## src/cef_pkg.sv

```systemverilog
// Shared types and constants for the curve extremum finder.
// Used by cef_core, cef_outq and curve_extremum_finder; depends on nothing else.
package cef_pkg;

    // Saturation value of the 9-bit plateau and extremum counters.
    localparam logic [8:0] SAT9 = 9'd511;

    // Reset value of the merge distance register.
    localparam logic [8:0] MERGE_RESET = 9'd3;

    // One sample causes at most this many results.
    localparam int MAX_RESULTS = 3;

    // Result queue depth and pointer width.
    localparam int QDEPTH = 4;
    localparam int QPTR_W = 2;

    // Configuration register indexes.
    typedef enum logic [1:0] {
        CFG_FIND_MAXIMA    = 2'd0,
        CFG_START_INDEX    = 2'd1,
        CFG_MERGE_DISTANCE = 2'd2
    } t_cfg_idx;

    // Configuration register contents.
    typedef struct packed {
        logic       find_maxima;
        logic [8:0] start_index;
        logic [8:0] merge_distance;
    } t_cfg;

    // One result item.
    typedef struct packed {
        logic [8:0] position;
        logic       is_summary;
        logic [8:0] total_count;
        logic       last;
    } t_result;

    // The results caused by one sample, in delivery order, with a valid bit each.
    typedef struct packed {
        logic [MAX_RESULTS-1:0]          valid;
        t_result [MAX_RESULTS-1:0]       slot;
    } t_result_set;

endpackage

```

## src/curve_extremum_finder.sv

```systemverilog
// Top level of the curve extremum finder: configuration registers, detection
// core and result queue. Depends on cef_pkg, cef_core and cef_outq.
//
// Usage: curve samples arrive on the input channel (i_in_valid / o_in_ready),
// one per transfer, with i_end_of_curve set on the last sample of a curve.
// Results leave on the output channel (o_out_valid / i_out_ready): one per
// extremum found, then a summary carrying the extremum count when the curve
// ends; o_last marks the final result caused by one sample.
// Configuration is written through i_cfg_wr_en / i_cfg_index / i_cfg_data
// while the block is idle, and takes effect on the next sample.
// Each sample's results are written into the result queue and leave it in order.
// Throughput: a sample is taken whenever the result queue (four entries) has
// room for the three results one sample can cause, one sample per cycle while
// it has; the output delivers one result per cycle while i_out_ready is high.
// Reset: synchronous and active low; clears the stream state, the queue and
// the configuration (minima, start index 0, merge distance 3).
// Stall: when the receiver holds i_out_ready low the queue fills and
// o_in_ready drops; nothing is lost.
module curve_extremum_finder #(
    parameter int MAX_LEN = 512
) (
    input  logic               i_clk,
    input  logic               i_rst_n,
    input  logic               i_cfg_wr_en,
    input  logic [1:0]         i_cfg_index,
    input  logic [8:0]         i_cfg_data,
    input  logic               i_in_valid,
    output logic               o_in_ready,
    input  logic signed [15:0] i_sample,
    input  logic               i_end_of_curve,
    output logic               o_out_valid,
    input  logic               i_out_ready,
    output logic [8:0]         o_position,
    output logic               o_is_summary,
    output logic [8:0]         o_total_count,
    output logic               o_last
);

    cef_pkg::t_cfg        r_cfg, n_cfg;
    cef_pkg::t_result_set results;
    cef_pkg::t_result     out_result;
    logic                 space;
    logic                 accept;

    // Configuration register writes.
    always_comb begin
        n_cfg = r_cfg;
        if (i_cfg_wr_en) begin
            case (cef_pkg::t_cfg_idx'(i_cfg_index))
                cef_pkg::CFG_FIND_MAXIMA:    n_cfg.find_maxima    = i_cfg_data[0];
                cef_pkg::CFG_START_INDEX:    n_cfg.start_index    = i_cfg_data;
                cef_pkg::CFG_MERGE_DISTANCE: n_cfg.merge_distance = i_cfg_data;
                default:                     n_cfg = r_cfg;
            endcase
        end
    end

    always_ff @(posedge i_clk) begin
        if (!i_rst_n) begin
            r_cfg.find_maxima    <= 1'b0;
            r_cfg.start_index    <= '0;
            r_cfg.merge_distance <= cef_pkg::MERGE_RESET;
        end else begin
            r_cfg <= n_cfg;
        end
    end

    // Input transfer.
    assign o_in_ready = space;
    assign accept     = i_in_valid && space;

    cef_core #(
        .MAX_LEN (MAX_LEN)
    ) u_core (
        .i_clk          (i_clk),
        .i_rst_n        (i_rst_n),
        .i_accept       (accept),
        .i_sample       (i_sample),
        .i_end_of_curve (i_end_of_curve),
        .i_cfg          (r_cfg),
        .o_results      (results)
    );

    cef_outq u_outq (
        .i_clk     (i_clk),
        .i_rst_n   (i_rst_n),
        .i_results (results),
        .o_space   (space),
        .o_valid   (o_out_valid),
        .i_ready   (i_out_ready),
        .o_result  (out_result)
    );

    // Result fields.
    assign o_position    = out_result.position;
    assign o_is_summary  = out_result.is_summary;
    assign o_total_count = out_result.total_count;
    assign o_last        = out_result.last;

endmodule

```

## src/cef_core.sv

```systemverilog
// Detection core of the curve extremum finder: stream state and per-sample logic.
// Depends on cef_pkg for the configuration and result types.
module cef_core #(
    parameter int MAX_LEN = 512
) (
    input  logic                 i_clk,
    input  logic                 i_rst_n,
    input  logic                 i_accept,
    input  logic signed [15:0]   i_sample,
    input  logic                 i_end_of_curve,
    input  cef_pkg::t_cfg        i_cfg,
    output cef_pkg::t_result_set o_results
);

    // Highest index the curve may reach.
    localparam int          IdxLimitInt = ((MAX_LEN - 1) > 511) ? 511 : (MAX_LEN - 1);
    localparam logic [8:0]  IDX_LIMIT   = 9'(IdxLimitInt);

    logic signed [15:0] r_prev_sample, n_prev_sample;
    logic               r_have_prev,   n_have_prev;
    logic [8:0]         r_cur_index,   n_cur_index;
    logic [8:0]         r_plateau,     n_plateau;
    logic [8:0]         r_pend_pos,    n_pend_pos;
    logic               r_pend_valid,  n_pend_valid;
    logic [8:0]         r_count,       n_count;

    logic signed [16:0] diff;
    logic               toward;
    logic               away;
    logic signed [10:0] pos_raw;
    logic [8:0]         pos;
    logic signed [10:0] pos_gap;
    logic [9:0]         mid_sum;
    cef_pkg::t_result_set results;

    // Next stream state and the results caused by the accepted sample.
    always_comb begin
        n_prev_sample = r_prev_sample;
        n_have_prev   = r_have_prev;
        n_cur_index   = r_cur_index;
        n_plateau     = r_plateau;
        n_pend_pos    = r_pend_pos;
        n_pend_valid  = r_pend_valid;
        n_count       = r_count;
        results       = '0;

        diff    = 17'(i_sample) - 17'(r_prev_sample);
        toward  = i_cfg.find_maxima ? (diff > 17'sd0) : (diff < 17'sd0);
        away    = i_cfg.find_maxima ? (diff < 17'sd0) : (diff > 17'sd0);
        pos_raw = '0;
        pos     = '0;
        pos_gap = '0;
        mid_sum = '0;

        if (i_accept) begin
            if (!r_have_prev) begin
                // First sample of a curve: load the start index, no comparison.
                n_cur_index = (i_cfg.start_index > IDX_LIMIT) ? IDX_LIMIT
                                                              : i_cfg.start_index;
                n_have_prev = 1'b1;
                n_plateau   = '0;
            end else begin
                if (r_cur_index < IDX_LIMIT) begin
                    n_cur_index = r_cur_index + 9'd1;
                end

                // Extremum lies at the middle of the plateau, clamped at zero.
                pos_raw = $signed({2'b00, n_cur_index}) - 11'sd1
                        - $signed({3'b000, r_plateau[8:1]});
                pos     = (pos_raw < 11'sd0) ? 9'd0 : pos_raw[8:0];
                pos_gap = $signed({2'b00, pos}) - $signed({2'b00, r_pend_pos});
                mid_sum = {1'b0, r_pend_pos} + {1'b0, pos};

                if (toward) begin
                    n_plateau = 9'd1;
                end else if (diff == 17'sd0 && r_plateau != 9'd0) begin
                    if (r_plateau < cef_pkg::SAT9) begin
                        n_plateau = r_plateau + 9'd1;
                    end
                end else if (away && r_plateau != 9'd0) begin
                    n_plateau = '0;
                    if (r_pend_valid &&
                        pos_gap < $signed({2'b00, i_cfg.merge_distance})) begin
                        // Close to the pending one: merge at the floored midpoint.
                        n_pend_pos = mid_sum[9:1];
                    end else begin
                        if (r_pend_valid) begin
                            results.valid[0]            = 1'b1;
                            results.slot[0].position    = r_pend_pos;
                            results.slot[0].last        = !i_end_of_curve;
                            if (r_count < cef_pkg::SAT9) begin
                                n_count = r_count + 9'd1;
                            end
                        end
                        n_pend_pos   = pos;
                        n_pend_valid = 1'b1;
                    end
                end
            end
            n_prev_sample = i_sample;

            // End of curve: flush the pending extremum, then the summary.
            if (i_end_of_curve) begin
                if (n_pend_valid) begin
                    results.valid[1]         = 1'b1;
                    results.slot[1].position = n_pend_pos;
                    if (n_count < cef_pkg::SAT9) begin
                        n_count = n_count + 9'd1;
                    end
                end
                results.valid[2]            = 1'b1;
                results.slot[2].is_summary  = 1'b1;
                results.slot[2].total_count = n_count;
                results.slot[2].last        = 1'b1;

                n_have_prev  = 1'b0;
                n_cur_index  = '0;
                n_plateau    = '0;
                n_pend_pos   = '0;
                n_pend_valid = 1'b0;
                n_count      = '0;
            end
        end
    end

    assign o_results = results;

    // Stream state registers.
    always_ff @(posedge i_clk) begin
        if (!i_rst_n) begin
            r_prev_sample <= '0;
            r_have_prev   <= 1'b0;
            r_cur_index   <= '0;
            r_plateau     <= '0;
            r_pend_pos    <= '0;
            r_pend_valid  <= 1'b0;
            r_count       <= '0;
        end else begin
            r_prev_sample <= n_prev_sample;
            r_have_prev   <= n_have_prev;
            r_cur_index   <= n_cur_index;
            r_plateau     <= n_plateau;
            r_pend_pos    <= n_pend_pos;
            r_pend_valid  <= n_pend_valid;
            r_count       <= n_count;
        end
    end

endmodule

```

## src/cef_outq.sv

```systemverilog
// Result queue of the curve extremum finder: takes up to three results per
// cycle and delivers one per transfer. Depends on cef_pkg for the result types.
module cef_outq (
    input  logic                 i_clk,
    input  logic                 i_rst_n,
    input  cef_pkg::t_result_set i_results,
    output logic                 o_space,
    output logic                 o_valid,
    input  logic                 i_ready,
    output cef_pkg::t_result     o_result
);

    localparam int CNT_W = cef_pkg::QPTR_W + 1;

    cef_pkg::t_result r_entry [cef_pkg::QDEPTH];
    logic [cef_pkg::QPTR_W-1:0] r_wr_ptr, n_wr_ptr;
    logic [cef_pkg::QPTR_W-1:0] r_rd_ptr, n_rd_ptr;
    logic [CNT_W-1:0]           r_count,  n_count;

    logic                       pop;
    logic [CNT_W-1:0]           push_n;
    logic [cef_pkg::QPTR_W-1:0] wr_addr [cef_pkg::MAX_RESULTS];

    // Room for a full set of results from the next sample.
    assign o_space  = (r_count <= CNT_W'(cef_pkg::QDEPTH - cef_pkg::MAX_RESULTS));
    assign o_valid  = (r_count != '0);
    assign o_result = r_entry[r_rd_ptr];
    assign pop      = o_valid && i_ready;

    // Pack the valid results onto consecutive entries.
    always_comb begin
        push_n = '0;
        for (int k = 0; k < cef_pkg::MAX_RESULTS; k++) begin
            wr_addr[k] = r_wr_ptr + push_n[cef_pkg::QPTR_W-1:0];
            push_n     = push_n + CNT_W'(i_results.valid[k]);
        end
        n_wr_ptr = r_wr_ptr + push_n[cef_pkg::QPTR_W-1:0];
        n_rd_ptr = pop ? r_rd_ptr + 1'b1 : r_rd_ptr;
        n_count  = r_count + push_n - CNT_W'(pop);
    end

    // Queue storage.
    always_ff @(posedge i_clk) begin
        for (int k = 0; k < cef_pkg::MAX_RESULTS; k++) begin
            if (i_results.valid[k]) begin
                r_entry[wr_addr[k]] <= i_results.slot[k];
            end
        end
    end

    // Pointers and fill count.
    always_ff @(posedge i_clk) begin
        if (!i_rst_n) begin
            r_wr_ptr <= '0;
            r_rd_ptr <= '0;
            r_count  <= '0;
        end else begin
            r_wr_ptr <= n_wr_ptr;
            r_rd_ptr <= n_rd_ptr;
            r_count  <= n_count;
        end
    end

endmodule

```

## config.mk

```make
export PLATFORM = sky130hd
export DESIGN_NAME = curve_extremum_finder
export DESIGN_NICKNAME = d
export VERILOG_FILES = /design/src/cef_pkg.sv /design/src/curve_extremum_finder.sv /design/src/cef_core.sv /design/src/cef_outq.sv
export SDC_FILE = /design/constraint.sdc
export NUM_CORES = 1
export LEC_CHECK = 0
export BUFFER_PORTS_ARGS = -buffer_cell sky130_fd_sc_hd__buf_4
export CORE_ASPECT_RATIO = 0.6
export CORE_MARGIN = 10
export CORE_UTILIZATION = 30
export DETAILED_ROUTE_END_ITERATION = 10
export PLACE_DENSITY = 0.48
export SYNTH_ARGS = -nofsm -noshare
export SYNTH_HDL_FRONTEND = slang
export SYNTH_SLANG_ARGS = --single-unit
```

## constraint.sdc

```tcl
create_clock -name i_clk -period 19.8 [get_ports i_clk]
set_input_delay 3.96 -clock i_clk [delete_from_list [all_inputs] [get_ports i_clk]]
set_output_delay 3.96 -clock i_clk [all_outputs]
set_load 0.01 [all_outputs]
```

# After elaboration in Yosys (flattened, before gate mapping)
# Memories as Yosys holds them, arrays and structs flattened. A register that Yosys moved wholly into a read port is not among the register bits.
# Cells that the tools add are included.
# op_classes
addsub,17
n_lt_le_gt_ge,10
eq_ne,4
mux,74
n_reduce_logical,14
# op_table
cell,count
$mux W9,38
$mux W20,2
$add A9 B1 Y9 const B,4
$lt A9 B9 Y1 const B,4
$mux W1,30
$gt A17 B1 Y1 const B,1
$logic_not A17 Y1,1
$lt A17 B1 Y1 const B,1
$sub A16 B16 Y17,1
$lt A11 B1 Y1 const B,1
$lt A11 B10 Y1,1
$sub A11 B9 Y11,1
$add A9 B9 Y10,1
$ne A5 B5 Y1 const B,2
$sub A9 B1 Y10 const B,1
$sub A9 B9 Y10,1
$gt A9 B9 Y1 const B,1
$reduce_bool A9 Y1,1
$mux W2,3
$reduce_and A2 Y1,3
$logic_and A1 B1 Y1,5
$add A2 B2 Y2,2
$add A3 B1 Y3,1
$add A3 B3 Y3,1
12 further kinds,12
# word_totals
ff_bits,80
ram_bits,80
input_bits,33
out_inout_bits,22
wordCells,133
mem_count,1
# mem_list
memory,words,word_bits,read_ports,rd_ports_with_merged_regs,wr,line_no,text
u_outq.r_entry,4,20,1,1,3,cef_outq.sv:15,cef_pkg::t_result r_entry [cef_pkg::QDEPTH];

# Depth between registers and ports, before layout
# depth
word_depth,24
depth_mapped,40
ltp_nobuf,39

# Cells and area by module
# Synthesis repeated with hierarchy kept, for this count alone.
# unflattened
hier_cells,1594
hier_area_um2,13157.6
# modules_own_cells
mod,instances,cells_per_inst,area_each_um2,seq_area_each_um2
cef_core,1,968,6900.4,1081.0
cef_outq,1,549,5502.8,2582.5
curve_extremum_finder,1,77,754.5,380.4

# Worst setup path before layout
# No wires, ideal clock.
# synth_timing
path_type,in2reg
startpoint,input port i_sample[3]
endpoint,"memory u_outq.r_entry[3][0] in the netlist's numbering, enable pin"
arrival_time_ns,8.339
required_time_ns,19.437
slack_ns,11.098
path_stages,18
path_cell_list,ha_1 and2_1 a221oi_1 a31o_2 a211oi_1 or3_1 a2111oi_1 a211o_1 a21oi_1 nor2_1 nor2_1 ha_1 ha_1 xnor2_1 xnor2_1 nand3_1 clkbuf_1 nand3_1
# synth_lines
element,line_no,text
start: declaration,curve_extremum_finder.sv:29,"input logic signed [15:0] i_sample,"
end: declaration,cef_outq.sv:15,

==> run summary <==
Status -> finished clean
Row cnt -> 54
Gpl congestion -> 0.8176
Post-synthesis mux area share -> 8.307%
Peak VDD IR -> 0.05729 mV
Maximum clock frequency -> 0.09843 GHz
Core box area -> 36350 sq um
Cell Int Power -> 0.7063 mW
Combinational share of power -> 36.7%
Routed vias -> 9384
Clk_lat worst skew -> 450 ps
Synth Flop Type -> dfxtp_1
Post-CTS Setup Bufs -> 0
IO Count -> 55
Gr busiest metal -> met1
Layout overhead on the synthesized area -> 12.28%
Pin count of the biggest net entering global routing -> 81
IO buf count -> 54
Sequential share of power -> 33.0%
DRT Pass-1 Iters -> 5
Setup TNS Final -> 0 ps
Worst Slack Setup Final -> 9640 ps
Slew @ Worst Pin -> 1248 ps
Startpoint Class -> primary input
CP arrival -> 10240 ps
Synth Area in Simple Gates -> 19.70%
Full die area -> 45180 sq um
Nature of the critical path endpoint -> register
RSZ-0062 raised after global routing -> no
FF-to-FF setup slack -> 9800 ps
Most frequent cells in the layout -> nand2_1, dfxtp_1, nor2_1
Leak -> 4.634 nW
Placed Area -> 11830 sq um
Drt total wl -> 32.86 mm
Seq/Total Area, Yosys -> 33.32%
Clock transition at the registers of the reported paths -> 70 ps
Mean Syn Cell Area -> 8.657 sq um
Num CTS Buffers -> 17
Grt met3 use -> 2.793%
Post-layout util -> 34.15%
Hold_ws -> 466.1 ps
Met1 usage -> 23.30%
Clock Root Buffer -> clkbuf_16
Critical path type -> primary input to register
Clk pwr share -> 30.3%
# hold bufs at CTS -> 0
Final ANT Viol Nets -> 0
Cts repair resizes -> 0
Synthesized area -> 11060 sq um
Final period utilization -> 51.31%
Die H -> 168.7 microns
Total clock sinks -> 162
Largest fanout on the critical path -> 17
WP data required -> 19880 ps
Mapped Cells -> 1277
Dpl ws -> 9267 ps
Hold Crit Class -> register to register
Max Cap Viol -> 0
Vias in the first global route -> 8902
Met2 Use GR -> 19.80%
Diode count -> 0
Placed cells -> 1747
Min cycle time layout -> 10160 ps
Total congestion overflow -> 0
DRC viols -> 0
Clock Path Buffers -> 2
Commonest non-fill, non-tap cell in the layout -> nand2_1
Slew margin rel. -> 16.46%
Post-synth cell types -> 89
Pwr dens -> 90.01 nW/um^2
Via density -> 5.275
Final setup viols -> 0
Initial drt markers -> 852
Die width -> 267.8 microns
Global-route wire length before repair -> 52.48 mm
Psw -> 0.4111 mW
Initial Utilization -> 30.41%
TritonCTS clock tree -> built
Hold Vio Cnt, Final -> 0
Largest family of logic cells by synthesized area -> compound AO/OA/AOI/OAI gates
Synth Area in Compound Gates -> 21.57%
Final Instance Area -> 12410 sq um
Area share of xor/xnor cells in the synthesized design -> 3.735%
Fin. max-slew vios -> 0
Final Skew -> 17.65 ps
Syn nets -> 1375
Adder-Cell Fraction of Synth Area -> 8.126%
Post-synth EDFFs -> 44
H-tree levels -> 4
Final total power -> 1.117 mW
Share of cells above drive strength 1 -> 11.74%
Sw Share -> 36.79%
Ys async rst share -> 0%
GR Util All Layers -> 14.70%
Initial antenna violation count -> 0
Final Non-Filler Cells -> 1779
Yosys reg bits -> 162
Nets -> 1388
DP Wirelength -> 24.54 mm
Synthesis warning total -> 0
WL per Instance -> 18.47 microns
[power groups by stage]
stage               Combinational [mW]  Sequential [mW]  Clock (mW)
finish                           0.410            0.369       0.338
global route                     0.459            0.371       0.358
CTS                              0.410            0.369       0.347
detailed placement               0.408            0.376           0
global placement                 0.405            0.376           0
floorplan                        0.306            0.370           0
[area by class of cell]
| cell class | count | area [sq um] |
|---|---|---|
| Tap cell | 476 | 595.6 |
| Clock buffer | 18 | 429.2 |
| Timing Repair Buffer | 60 | 450.4 |
| Multi-Input combinational cell | 970 | 6803 |
| Fill cell | 3784 | 23940 |
| Sequential cell | 162 | 3684 |
| Clock inverter | 14 | 155.1 |
| Inverter | 79 | 296.5 |
[cells in the mapped netlist (4+ instances only)]
cell type  count  area, sq um
clkbuf_1      51        191.4
nand4_1        6        37.54
mux4_2        20        450.4
and2_1        20        125.1
maj3_1         4        40.04
mux2i_1       40        400.4
nor2_1       107        401.6
fa_1           6        120.1
nor4_1         5        31.28
nand3_1       34        170.2
mux2_2         6        67.56
o21bai_1       7        52.55
o211ai_1      11        82.58
or3_1         12        75.07
or2_2         10        62.56
and3_1        13        81.33
a31oi_1        8        50.05
nand2_1      139        521.8
a22oi_1       16        120.1
xor2_1        18        157.7
ha_1          59        738.2
buf_2         10        50.05
a21o_1        15        112.6
a21oi_1       68        340.3
edfxtp_1      44         1321
xnor2_1       26        227.7
nor2b_1       34        212.7
dfxtp_1      118         2362
a211oi_1      20        150.1
nor3_1        34        170.2
nor3b_1        6        45.04
nand3b_1       4        30.03
o21a_1        22        165.2
nand2b_1      10        62.56
a211o_1        5        43.79
o31ai_1        8        60.06
a21boi_0      27        202.7
o22ai_1       23        143.9
o31a_1         5        43.79
o21ai_0       54        270.3
inv_1         79        296.5
[worst max-delay path, stage by stage]
cell and delay [ps]:
buf_4 110, inv_1 50, ha_1 180, fa_1 210, nor2b_1 60, o31ai_1 530
a211oi_1 220, o21ai_0 250, mux2i_1 220, a2111oi_1 110, a211o_1 350, a21oi_1 870
nor2_1 310, nor2_1 420, ha_1 340, ha_1 200, xnor2_1 260, xnor2_1 180
nand3_1 650, nand3_1 760
[final timing paths]
path,start,endpoint,cells past startpoint
worst min-delay path,u_core.r_prev_sample[5],u_core.r_prev_sample[5],2
worst max-delay path,i_sample[0],u_outq.r_entry[3][8],20
worst max register to register,u_core.r_cur_index[2],u_outq.r_entry[3][8],36
worst min register to register,u_core.r_prev_sample[5],u_core.r_prev_sample[5],2
[kinds of logic (layout without fill, tap and decap cells)]
logic type	Yosys count	after routing
simple gates	449	449
compound gates	341	341
flops	162	162
buf+inv	145	171
fa+ha+maj	69	69
mux	66	66
xor+xnor	45	45
[flip-flops by register name, indices dropped and copies added, names as in the netlist, named ones only]
name / cells
r_cfg: 19
u_core.r_count: 9
u_core.r_cur_index: 9
u_core.r_have_prev: 1
u_core.r_pend_pos: 9
u_core.r_pend_valid: 1
u_core.r_plateau: 9
u_core.r_prev_sample: 16
u_outq.r_count: 3
u_outq.r_entry: 80
u_outq.r_rd_ptr: 2
u_outq.r_wr_ptr: 2
[per-layer routing]
| layer | vias to the layer above | wire [microns] |
|---|---|---|
| li1 | 4648 | - |
| met1 | 4491 | 18030 |
| met2 | 229 | 12910 |
| met3 | 16 | 1671 |
| met4 | 0 | 244 |
| met5 | - | 0 |
No activity file was read; power rests on OpenSTA's default activity.
